File: src/rtl/bdmc_pkg.sv
// bdmc_pkg: shared types, constants and helper functions for the descriptor match classifier
// no dependencies; used by every rtl file through scoped names
`timescale 1ns / 1ps

package bdmc_pkg;

  localparam int DESC_BITS  = 256;
  localparam int WORD_W     = 64;
  localparam int NUM_WORDS  = 4;
  localparam int PCNT_W     = $clog2(WORD_W + 1);
  localparam int DIST_W     = 9;
  localparam int ID_BITS    = 20;
  localparam int TID_W      = ID_BITS + 1;
  localparam int CFG_W      = 20;
  localparam int QDEPTH     = 4;
  localparam int QPTR_W     = $clog2(QDEPTH);
  localparam int QCNT_W     = $clog2(QDEPTH + 1);

  localparam logic [DIST_W-1:0]  LIMIT_RESET = DIST_W'(64);
  localparam logic [ID_BITS-1:0] ID_MAX      = {ID_BITS{1'b1}};
  localparam logic [TID_W-1:0]   ID_INVALID  = {TID_W{1'b1}};

  // item modes
  localparam logic MODE_START = 1'b0;
  localparam logic MODE_CAND  = 1'b1;

  // configuration register indexes
  localparam logic CFG_DISTANCE_LIMIT = 1'b0;
  localparam logic CFG_NEW_ID_BASE    = 1'b1;

  typedef enum logic [2:0] {
    KIND_TRACKED  = 3'd0,
    KIND_FEATURE  = 3'd1,
    KIND_NEW      = 3'd2,
    KIND_NO_CLOSE = 3'd3,
    KIND_NO_DEPTH = 3'd4
  } kind_t;

  // one classified word handed from front to back
  typedef struct packed {
    logic                             mode;
    logic [NUM_WORDS-1:0][PCNT_W-1:0] pcnt;
    logic [ID_BITS-1:0]               model_index;
    logic                             depth_valid;
    logic [TID_W-1:0]                 trk_id;
    logic                             frame_first;
    logic                             last;
  } cls_item_t;

  // bits of descriptor word w that lie below DESC_BITS
  function automatic logic [WORD_W-1:0] word_mask(input int w);
    logic [WORD_W-1:0] m;
    int n;
    n = DESC_BITS - WORD_W * w;
    if (n >= WORD_W) begin
      m = {WORD_W{1'b1}};
    end else if (n <= 0) begin
      m = '0;
    end else begin
      m = (WORD_W'(1) << n) - WORD_W'(1);
    end
    return m;
  endfunction

  // swar population count of a 64-bit word
  function automatic logic [PCNT_W-1:0] popcount64(input logic [WORD_W-1:0] v);
    logic [WORD_W-1:0] v1, v2, v3, v4, v5, v6;
    v1 = v - ((v >> 1) & 64'h5555_5555_5555_5555);
    v2 = (v1 & 64'h3333_3333_3333_3333) + ((v1 >> 2) & 64'h3333_3333_3333_3333);
    v3 = (v2 + (v2 >> 4)) & 64'h0F0F_0F0F_0F0F_0F0F;
    v4 = v3 + (v3 >> 8);
    v5 = v4 + (v4 >> 16);
    v6 = v5 + (v5 >> 32);
    return v6[PCNT_W-1:0];
  endfunction

endpackage

File: src/rtl/binary_descriptor_match_classifier_top.sv
// binary_descriptor_match_classifier_top: 256-bit hamming nearest-neighbor keypoint classifier
// depends on bdmc_pkg, bdmc_front, bdmc_queue, bdmc_back
`timescale 1ns / 1ps

//  channel | direction | handshake           | payload
//  --------+-----------+---------------------+------------------------------------------
//  in_     | in        | in_valid / in_stall | mode, desc_word0..3, model_index,
//          |           |                     | depth_valid, tracked_id, frame_first, last
//  out_    | out       | out_valid/out_stall | match_id, match_kind, best_distance
//  cfg_    | in        | cfg_we              | cfg_index, cfg_wdata
//
//  one input word per cycle while the queue has room; the front does the xor and four 64-bit
//  popcounts on the word as it is taken, the back sums them and compares combinationally
//  a result passes through a queue slot and then the result register before it shows on out_
//  synchronous active-low reset, no clearing pass; the block is ready the cycle after reset
//  out_stall holds the result register; the four-word queue keeps taking input until it fills,
//  and words without last keep draining while a result waits

module binary_descriptor_match_classifier_top (
  input  logic                               clk,
  input  logic                               rst_n,
  // configuration write port
  input  logic                               cfg_we,
  input  logic                               cfg_index,
  input  logic [bdmc_pkg::CFG_W-1:0]         cfg_wdata,
  // input words
  input  logic                               in_valid,
  output logic                               in_stall,
  input  logic                               in_mode,
  input  logic [bdmc_pkg::WORD_W-1:0]        in_desc_word0,
  input  logic [bdmc_pkg::WORD_W-1:0]        in_desc_word1,
  input  logic [bdmc_pkg::WORD_W-1:0]        in_desc_word2,
  input  logic [bdmc_pkg::WORD_W-1:0]        in_desc_word3,
  input  logic [bdmc_pkg::ID_BITS-1:0]       in_model_index,
  input  logic                               in_depth_valid,
  input  logic signed [bdmc_pkg::TID_W-1:0]  in_tracked_id,
  input  logic                               in_frame_first,
  input  logic                               in_last,
  // result words
  output logic                               out_valid,
  input  logic                               out_stall,
  output logic signed [bdmc_pkg::TID_W-1:0]  out_match_id,
  output logic [2:0]                         out_match_kind,
  output logic [bdmc_pkg::DIST_W-1:0]        out_best_distance
);

  // front to queue
  logic                push_valid;
  logic                push_ready;
  bdmc_pkg::cls_item_t push_item;

  // queue to back
  logic                pop_valid;
  logic                pop_en;
  bdmc_pkg::cls_item_t pop_item;

  // input is held off only when the queue is full
  assign in_stall = !push_ready;

  // query descriptor register and per-word distance popcounts
  bdmc_front u_front (
    .clk            (clk),
    .rst_n          (rst_n),
    .in_valid       (in_valid),
    .in_mode        (in_mode),
    .in_desc_word0  (in_desc_word0),
    .in_desc_word1  (in_desc_word1),
    .in_desc_word2  (in_desc_word2),
    .in_desc_word3  (in_desc_word3),
    .in_model_index (in_model_index),
    .in_depth_valid (in_depth_valid),
    .in_tracked_id  (in_tracked_id),
    .in_frame_first (in_frame_first),
    .in_last        (in_last),
    .push_ready     (push_ready),
    .push_valid     (push_valid),
    .push_item      (push_item)
  );

  // decoupling queue so the front keeps going while a result is stalled
  bdmc_queue u_queue (
    .clk        (clk),
    .rst_n      (rst_n),
    .push_valid (push_valid),
    .push_ready (push_ready),
    .push_item  (push_item),
    .pop_valid  (pop_valid),
    .pop_en     (pop_en),
    .pop_item   (pop_item)
  );

  // best-match state, classification and output register
  bdmc_back u_back (
    .clk               (clk),
    .rst_n             (rst_n),
    .cfg_we            (cfg_we),
    .cfg_index         (cfg_index),
    .cfg_wdata         (cfg_wdata),
    .pop_valid         (pop_valid),
    .pop_en            (pop_en),
    .pop_item          (pop_item),
    .out_valid         (out_valid),
    .out_stall         (out_stall),
    .out_match_id      (out_match_id),
    .out_match_kind    (out_match_kind),
    .out_best_distance (out_best_distance)
  );

endmodule

File: src/rtl/bdmc_front.sv
// bdmc_front: holds the query descriptor and turns each input word into a classified word
// depends on bdmc_pkg
`timescale 1ns / 1ps

module bdmc_front (
  input  logic                              clk,
  input  logic                              rst_n,
  input  logic                              in_valid,
  input  logic                              in_mode,
  input  logic [bdmc_pkg::WORD_W-1:0]       in_desc_word0,
  input  logic [bdmc_pkg::WORD_W-1:0]       in_desc_word1,
  input  logic [bdmc_pkg::WORD_W-1:0]       in_desc_word2,
  input  logic [bdmc_pkg::WORD_W-1:0]       in_desc_word3,
  input  logic [bdmc_pkg::ID_BITS-1:0]      in_model_index,
  input  logic                              in_depth_valid,
  input  logic [bdmc_pkg::TID_W-1:0]        in_tracked_id,
  input  logic                              in_frame_first,
  input  logic                              in_last,
  input  logic                              push_ready,
  output logic                              push_valid,
  output bdmc_pkg::cls_item_t               push_item
);

  logic [bdmc_pkg::NUM_WORDS-1:0][bdmc_pkg::WORD_W-1:0] query_r;
  logic [bdmc_pkg::NUM_WORDS-1:0][bdmc_pkg::WORD_W-1:0] query_nxt;
  logic [bdmc_pkg::NUM_WORDS-1:0][bdmc_pkg::WORD_W-1:0] cand;
  logic                                                 accept;

  assign cand       = {in_desc_word3, in_desc_word2, in_desc_word1, in_desc_word0};
  assign accept     = in_valid && push_ready;
  assign push_valid = in_valid;

  always_comb begin
    query_nxt = query_r;
    if (accept && (in_mode == bdmc_pkg::MODE_START)) begin
      query_nxt = cand;
    end
  end

  always_ff @(posedge clk) begin
    if (!rst_n) begin
      query_r <= '0;
    end else begin
      query_r <= query_nxt;
    end
  end

  always_comb begin
    push_item.mode        = in_mode;
    push_item.model_index = in_model_index;
    push_item.depth_valid = in_depth_valid;
    push_item.trk_id      = in_tracked_id;
    push_item.frame_first = in_frame_first;
    push_item.last        = in_last;
    for (int w = 0; w < bdmc_pkg::NUM_WORDS; w++) begin
      push_item.pcnt[w] = bdmc_pkg::popcount64((cand[w] ^ query_r[w]) & bdmc_pkg::word_mask(w));
    end
  end

endmodule

File: src/rtl/bdmc_queue.sv
// bdmc_queue: short register queue of classified words between front and back
// depends on bdmc_pkg
`timescale 1ns / 1ps

module bdmc_queue (
  input  logic                clk,
  input  logic                rst_n,
  input  logic                push_valid,
  output logic                push_ready,
  input  bdmc_pkg::cls_item_t push_item,
  output logic                pop_valid,
  input  logic                pop_en,
  output bdmc_pkg::cls_item_t pop_item
);

  bdmc_pkg::cls_item_t               slot_r [bdmc_pkg::QDEPTH];
  logic [bdmc_pkg::QPTR_W-1:0]       wr_ptr_r, wr_ptr_nxt;
  logic [bdmc_pkg::QPTR_W-1:0]       rd_ptr_r, rd_ptr_nxt;
  logic [bdmc_pkg::QCNT_W-1:0]       count_r, count_nxt;
  logic                              do_push, do_pop;

  assign push_ready = (count_r != bdmc_pkg::QCNT_W'(bdmc_pkg::QDEPTH));
  assign pop_valid  = (count_r != '0);
  assign do_push    = push_valid && push_ready;
  assign do_pop     = pop_en && pop_valid;
  assign pop_item   = slot_r[rd_ptr_r];

  always_comb begin
    wr_ptr_nxt = do_push ? wr_ptr_r + 1'b1 : wr_ptr_r;
    rd_ptr_nxt = do_pop ? rd_ptr_r + 1'b1 : rd_ptr_r;
    count_nxt  = count_r;
    if (do_push && !do_pop) begin
      count_nxt = count_r + 1'b1;
    end else if (do_pop && !do_push) begin
      count_nxt = count_r - 1'b1;
    end
  end

  always_ff @(posedge clk) begin
    if (!rst_n) begin
      wr_ptr_r <= '0;
      rd_ptr_r <= '0;
      count_r  <= '0;
    end else begin
      wr_ptr_r <= wr_ptr_nxt;
      rd_ptr_r <= rd_ptr_nxt;
      count_r  <= count_nxt;
    end
  end

  always_ff @(posedge clk) begin
    if (do_push) begin
      slot_r[wr_ptr_r] <= push_item;
    end
  end

endmodule

File: src/rtl/bdmc_back.sv
// bdmc_back: best-match tracking, id counter, configuration registers and result register
// depends on bdmc_pkg
`timescale 1ns / 1ps

module bdmc_back (
  input  logic                             clk,
  input  logic                             rst_n,
  input  logic                             cfg_we,
  input  logic                             cfg_index,
  input  logic [bdmc_pkg::CFG_W-1:0]       cfg_wdata,
  input  logic                             pop_valid,
  output logic                             pop_en,
  input  bdmc_pkg::cls_item_t              pop_item,
  output logic                             out_valid,
  input  logic                             out_stall,
  output logic signed [bdmc_pkg::TID_W-1:0] out_match_id,
  output logic [2:0]                       out_match_kind,
  output logic [bdmc_pkg::DIST_W-1:0]      out_best_distance
);

  logic [bdmc_pkg::DIST_W-1:0]  limit_r;
  logic [bdmc_pkg::ID_BITS-1:0] id_base_r;

  logic [bdmc_pkg::DIST_W-1:0]  best_dist_r, best_dist_nxt;
  logic [bdmc_pkg::ID_BITS-1:0] best_model_r, best_model_nxt;
  logic                         found_r, found_nxt;
  logic                         seen_r, seen_nxt;
  logic                         depth_ok_r, depth_ok_nxt;
  logic [bdmc_pkg::TID_W-1:0]   tracked_r, tracked_nxt;
  logic [bdmc_pkg::ID_BITS-1:0] next_id_r, next_id_nxt;

  logic                         out_valid_r, out_valid_nxt;
  logic [bdmc_pkg::TID_W-1:0]   out_id_r, out_id_nxt;
  bdmc_pkg::kind_t              out_kind_r, out_kind_nxt;
  logic [bdmc_pkg::DIST_W-1:0]  out_dist_r, out_dist_nxt;

  logic                         out_free;
  logic [bdmc_pkg::DIST_W-1:0]  ham_dist;

  assign out_free = !out_valid_r || !out_stall;
  // a word without last can always retire; a last word needs the result slot
  assign pop_en   = pop_valid && (!pop_item.last || out_free);

  always_comb begin
    ham_dist = '0;
    for (int w = 0; w < bdmc_pkg::NUM_WORDS; w++) begin
      ham_dist = ham_dist + bdmc_pkg::DIST_W'(pop_item.pcnt[w]);
    end
  end

  always_comb begin
    best_dist_nxt  = best_dist_r;
    best_model_nxt = best_model_r;
    found_nxt      = found_r;
    seen_nxt       = seen_r;
    depth_ok_nxt   = depth_ok_r;
    tracked_nxt    = tracked_r;
    next_id_nxt    = next_id_r;
    out_valid_nxt  = out_valid_r && out_stall;
    out_id_nxt     = out_id_r;
    out_kind_nxt   = out_kind_r;
    out_dist_nxt   = out_dist_r;

    if (pop_en) begin
      if (pop_item.mode == bdmc_pkg::MODE_START) begin
        if (pop_item.frame_first) begin
          next_id_nxt = id_base_r;
        end
        depth_ok_nxt   = pop_item.depth_valid;
        tracked_nxt    = pop_item.trk_id;
        best_dist_nxt  = limit_r;
        best_model_nxt = '0;
        found_nxt      = 1'b0;
        seen_nxt       = 1'b0;
      end else begin
        seen_nxt = 1'b1;
        if (ham_dist < best_dist_r) begin
          best_dist_nxt  = ham_dist;
          best_model_nxt = pop_item.model_index;
          found_nxt      = 1'b1;
        end
      end

      if (pop_item.last) begin
        out_valid_nxt = 1'b1;
        out_dist_nxt  = best_dist_nxt;
        if (!depth_ok_nxt) begin
          out_id_nxt   = bdmc_pkg::ID_INVALID;
          out_kind_nxt = bdmc_pkg::KIND_NO_DEPTH;
        end else if (!tracked_nxt[bdmc_pkg::TID_W-1]) begin
          out_id_nxt   = tracked_nxt;
          out_kind_nxt = bdmc_pkg::KIND_TRACKED;
        end else if (found_nxt) begin
          out_id_nxt   = {1'b0, best_model_nxt};
          out_kind_nxt = bdmc_pkg::KIND_FEATURE;
        end else if (!seen_nxt) begin
          out_id_nxt   = {1'b0, next_id_nxt};
          out_kind_nxt = bdmc_pkg::KIND_NEW;
          // saturating fresh id counter
          if (next_id_nxt != bdmc_pkg::ID_MAX) begin
            next_id_nxt = next_id_nxt + 1'b1;
          end
        end else begin
          out_id_nxt   = bdmc_pkg::ID_INVALID;
          out_kind_nxt = bdmc_pkg::KIND_NO_CLOSE;
        end
      end
    end
  end

  always_ff @(posedge clk) begin
    if (!rst_n) begin
      limit_r   <= bdmc_pkg::LIMIT_RESET;
      id_base_r <= '0;
    end else if (cfg_we) begin
      if (cfg_index == bdmc_pkg::CFG_DISTANCE_LIMIT) begin
        limit_r <= cfg_wdata[bdmc_pkg::DIST_W-1:0];
      end else begin
        id_base_r <= cfg_wdata[bdmc_pkg::ID_BITS-1:0];
      end
    end
  end

  always_ff @(posedge clk) begin
    if (!rst_n) begin
      best_dist_r  <= bdmc_pkg::LIMIT_RESET;
      best_model_r <= '0;
      found_r      <= 1'b0;
      seen_r       <= 1'b0;
      depth_ok_r   <= 1'b0;
      tracked_r    <= bdmc_pkg::ID_INVALID;
      next_id_r    <= '0;
      out_valid_r  <= 1'b0;
    end else begin
      best_dist_r  <= best_dist_nxt;
      best_model_r <= best_model_nxt;
      found_r      <= found_nxt;
      seen_r       <= seen_nxt;
      depth_ok_r   <= depth_ok_nxt;
      tracked_r    <= tracked_nxt;
      next_id_r    <= next_id_nxt;
      out_valid_r  <= out_valid_nxt;
    end
  end

  always_ff @(posedge clk) begin
    out_id_r   <= out_id_nxt;
    out_kind_r <= out_kind_nxt;
    out_dist_r <= out_dist_nxt;
  end

  assign out_valid         = out_valid_r;
  assign out_match_id      = $signed(out_id_r);
  assign out_match_kind    = out_kind_r;
  assign out_best_distance = out_dist_r;

endmodule

File: config.mk
export PLATFORM = sky130hd
export DESIGN_NAME = binary_descriptor_match_classifier_top
export DESIGN_NICKNAME = d
export VERILOG_FILES = /design/src/rtl/bdmc_pkg.sv /design/src/rtl/binary_descriptor_match_classifier_top.sv /design/src/rtl/bdmc_front.sv /design/src/rtl/bdmc_queue.sv /design/src/rtl/bdmc_back.sv
export SDC_FILE = /design/constraint.sdc
export NUM_CORES = 2
export LEC_CHECK = 0
export ABC_AREA = 1
export BUFFER_PORTS_ARGS = -buffer_cell sky130_fd_sc_hd__buf_2
export CAP_MARGIN = 20
export CORE_ASPECT_RATIO = 0.5
export CORE_MARGIN = 4
export CORE_UTILIZATION = 30
export CTS_CLUSTER_SIZE = 28
export DETAILED_ROUTE_END_ITERATION = 10
export PLACE_DENSITY = 0.52
export SKIP_LAST_GASP = 1
export SYNTH_ARGS = -nofsm -noshare
export SYNTH_HDL_FRONTEND = slang
export SYNTH_SLANG_ARGS = --single-unit
File: constraint.sdc
create_clock -name clk -period 21.7 [get_ports clk]
set_input_delay 5.425 -clock clk [delete_from_list [all_inputs] [get_ports clk]]
set_output_delay 5.425 -clock clk [all_outputs]
set_load 0.05 [all_outputs]
==> results.md <==
- Syn. warnings: 0
- CP max-delay cell: xnor2_1
- First-pass GRT wire length: 257,000 um
- Reg-to-Reg End: u_back.out_match_id[4]
- Largest net degree at the start of global routing: 111
- Initial Utilization: 0.303
- Hold Path Sink: u_front.query_r[121]
- Rows: between 100 and 150
- Crit Path Class: primary input to flip-flop
- WL/cell: 16.2 um
- Worst stage delay on the critical path: 0.61 ns
- Die W: 623 um
- Fin. max-slew vios: 0
- Crit. End Element: flip-flop
- Max-cap violation count: 0
- Final HPWL DP: 131,000 um
- Cell variety after synth: 55
- Hold path start: u_front.query_r[121]
- Sequential fraction of the synthesis area: 0.302
- R2R Setup Slk: 14.05 ns
- Total GRT Usage: 0.164
- Post-synth EDFFs: roughly 330
- Root buf cell: clkbuf_16
- Ratio of cells with drive above 1 in the final layout: 0.0734
- Clk Latency, worst-skew pair: 0.70 ns
- Worst Path Max Fanout: 6
- Status: complete, no violations
- RD Place Congestion: 0.939
- Top cells by area, synth: edfxtp_1 (17%), ha_1 (14%), dfxtp_1 (13%)
- Type of the most critical hold path: flip-flop to flip-flop
- Simple-gate portion of the synthesized area: 0.143
- CTS clk-pin slew, worst paths: 0.06 ns
- CP required: 22.17 ns
- Total CTS buffers: 72
- Post-Syn Nets: 8,453
- Pre-antenna DRT Iters: 5
- Fillers: around 20,000
- Max Freq: 83.4 MHz
- Crit path arrival time: 12.46 ns
- Critical Path Most Common Cell: nand2_1
- R2R depth: 28
- Vias in the first global route: roughly 46,000
- DP Worst Slack: 9.03 ns
- Min-Delay Path Depth: 2
- Post-synth top area cell: edfxtp_1
- Worst setup margin: 9.71 ns
- Area Growth Syn to Fin: 12.2%
- Initial DRC count: 2,910
- Cts hold-fix bufs: 0
- Tmin final: about 12 ns
- CTS tree: done
- Overflow after GRT: 0
- Fin Setup TNS: 0 ns
- Antenna violations before repair: 48
- CTS max path bufs: 3
- Complex-gate fraction of the synthesized area: 0.177
- Mux contribution to synthesized area: 0
- Flops & latches, synth: just under 700
- Synth cell count leaders: inv_1 (1,314), nand2_1 (935), a21oi_1 (751)
- Clock Skews: 0.0485 ns
- Fin. Hold Viols: 0
- Drt drc: 0
- Vias/cell: 4.65
- Post-Synth Adder-Cell Area: 0.184
- Post-synthesis xor/xnor area fraction: 0.0922
- WL final: 166,000 um
- CTS Sinks: 692
- Number of input and output port buffers inserted: about 360
- Most frequent cell after synthesis: inv_1
- Worst Tran Pin Value: 1.02 ns
- Num ports: about 360
- Netlist Area Pre-Place: around 57,000 sq um
- RSZ-0062 raised after global routing: false
- Post-cts sizing count: 0
- Detail Route Antenna Nets: 0
- Die footprint: ~200,000 sq um
- Syn Inst Count: 7,370
- Die span in y: between 300 and 400 um
- Relative slew slack: 0.320
- Asr flop ratio synth: 0
- Main combinational cell family by area after synthesis: adder cells
- Crit share post-route: 0.553
- Via count: between 40,000 and 50,000
- Syn_area_per_cell: 7.70 sq um
- Synth top area share: 0.172
- Nature of the critical path startpoint: primary input
- Setup Viol. Count Final: 0
- Total setup buffers inserted after CTS: 0
- Final nets: 8,726
- Main synth FF type: dfxtp_1
- CTS H-tree lvls: 3
- Core Region: 187,000 sq um
- Final Util: 0.340
kinds of logic (layout without fill, tap and decap cells):
group | count (synthesis) | in the layout
compound gates | 1845 | 1845
xor+xnor | 597 | 597
flops | 692 | 692
other cells | 0 | 19
buf+inv | 1516 | 1848
fa+ha+maj | 756 | 756
simple gates | 1964 | 1964
through the flow:
| stage | area [sq um] | hold WS (ns) | std cells |
|---|---|---|---|
| after floorplan | 56700 | 0.429 | 7370 |
| after global placement | 61200 | 0.444 | 10077 |
| after detailed placement | 61200 | 0.446 | 10077 |
| after CTS | 63600 | 0.459 | 10210 |
| after global routing | 63600 | 0.469 | 10218 |
| final | 63700 | 0.455 | 10229 |
layer usage:
metal  track usage  part of all wire  vias to the layer above
li1              -                 -                    24632
met1         0.217              0.46                    21903
met2         0.278              0.46                      802
met3        0.0273             0.047                      223
met4        0.0418             0.025                       18
met5             0           0.00066                        -
cells in the final DEF (no fill, tap or decap), drive strengths merged, types with 21 or more instances in the layout:
cell / count
xnor2: 255
nor2: 630
nand3: 266
edfxtp: 325
nor3: 53
inv: 1329
o211ai: 47
ha: 622
o21ai: 757
a32o: 21
nand2: 948
xor2: 342
o22ai: 75
buf: 390
dfxtp: 367
a21oi: 752
nand4: 34
clkbuf: 91
clkinv: 28
o21bai: 117
fa: 134
final cells by class:
| cell class | count | area [sq um] | share of cell area |
|---|---|---|---|
| Antenna cell | 19 | 47.5 | 0.000747 |
| Timing Repair Buffer | 390 | 2030 | 0.0320 |
| Clock inverter | 42 | 544 | 0.00855 |
| Multi-Input combinational cell | 5162 | 33900 | 0.533 |
| Clock buffer | 91 | 1910 | 0.0300 |
| Inverter | 1325 | 4980 | 0.0782 |
| Tap cell | 2508 | 3140 | 0.0493 |
| Sequential cell | 692 | 17100 | 0.269 |
how the worst max path moves through the flow:
stage | startpoint | to | depth (start not counted)
floorplan | in_desc_word3[5] | u_queue.slot_r[0][70] | 37
global placement | in_desc_word2[5] | u_queue.slot_r[1][64] | 32
detailed placement | in_desc_word2[5] | u_queue.slot_r[2][64] | 32
CTS | in_desc_word2[5] | u_queue.slot_r[1][64] | 32
global route | in_desc_word2[5] | u_queue.slot_r[2][64] | 32
finish | in_desc_word2[5] | u_queue.slot_r[2][64] | 32
critical path: cells and delay by family:
kind                     cells  cell delay [ns]
adder cells (fa/ha/maj)      7             2.61
AND/OR/NAND/NOR              8             0.77
buffers and inverters        5             0.36
XOR/XNOR                     4             1.22
AO/OA/AOI/OAI                8             2.09
registers in the layout, summed over array words and instances (netlist names), named ones only:
name,count
u_back.best_dist_r,9
u_back.out_match_kind,3
u_back.limit_r,9
u_back.tracked_r,21
u_queue.wr_ptr_r,2
u_back.best_model_r,20
u_queue.slot_r,292
u_back.next_id_r,20
u_back.out_valid,1
u_queue.rd_ptr_r,2
u_back.depth_ok_r,1
u_back.out_match_id,21
u_back.id_base_r,20
u_queue.count_r,3
u_front.query_r,256
u_back.out_best_distance,9
u_back.found_r,1
Power is left out: the tool's default activity adds up to more than one toggle a clock period on the data nets, which glitch-free logic cannot reach.
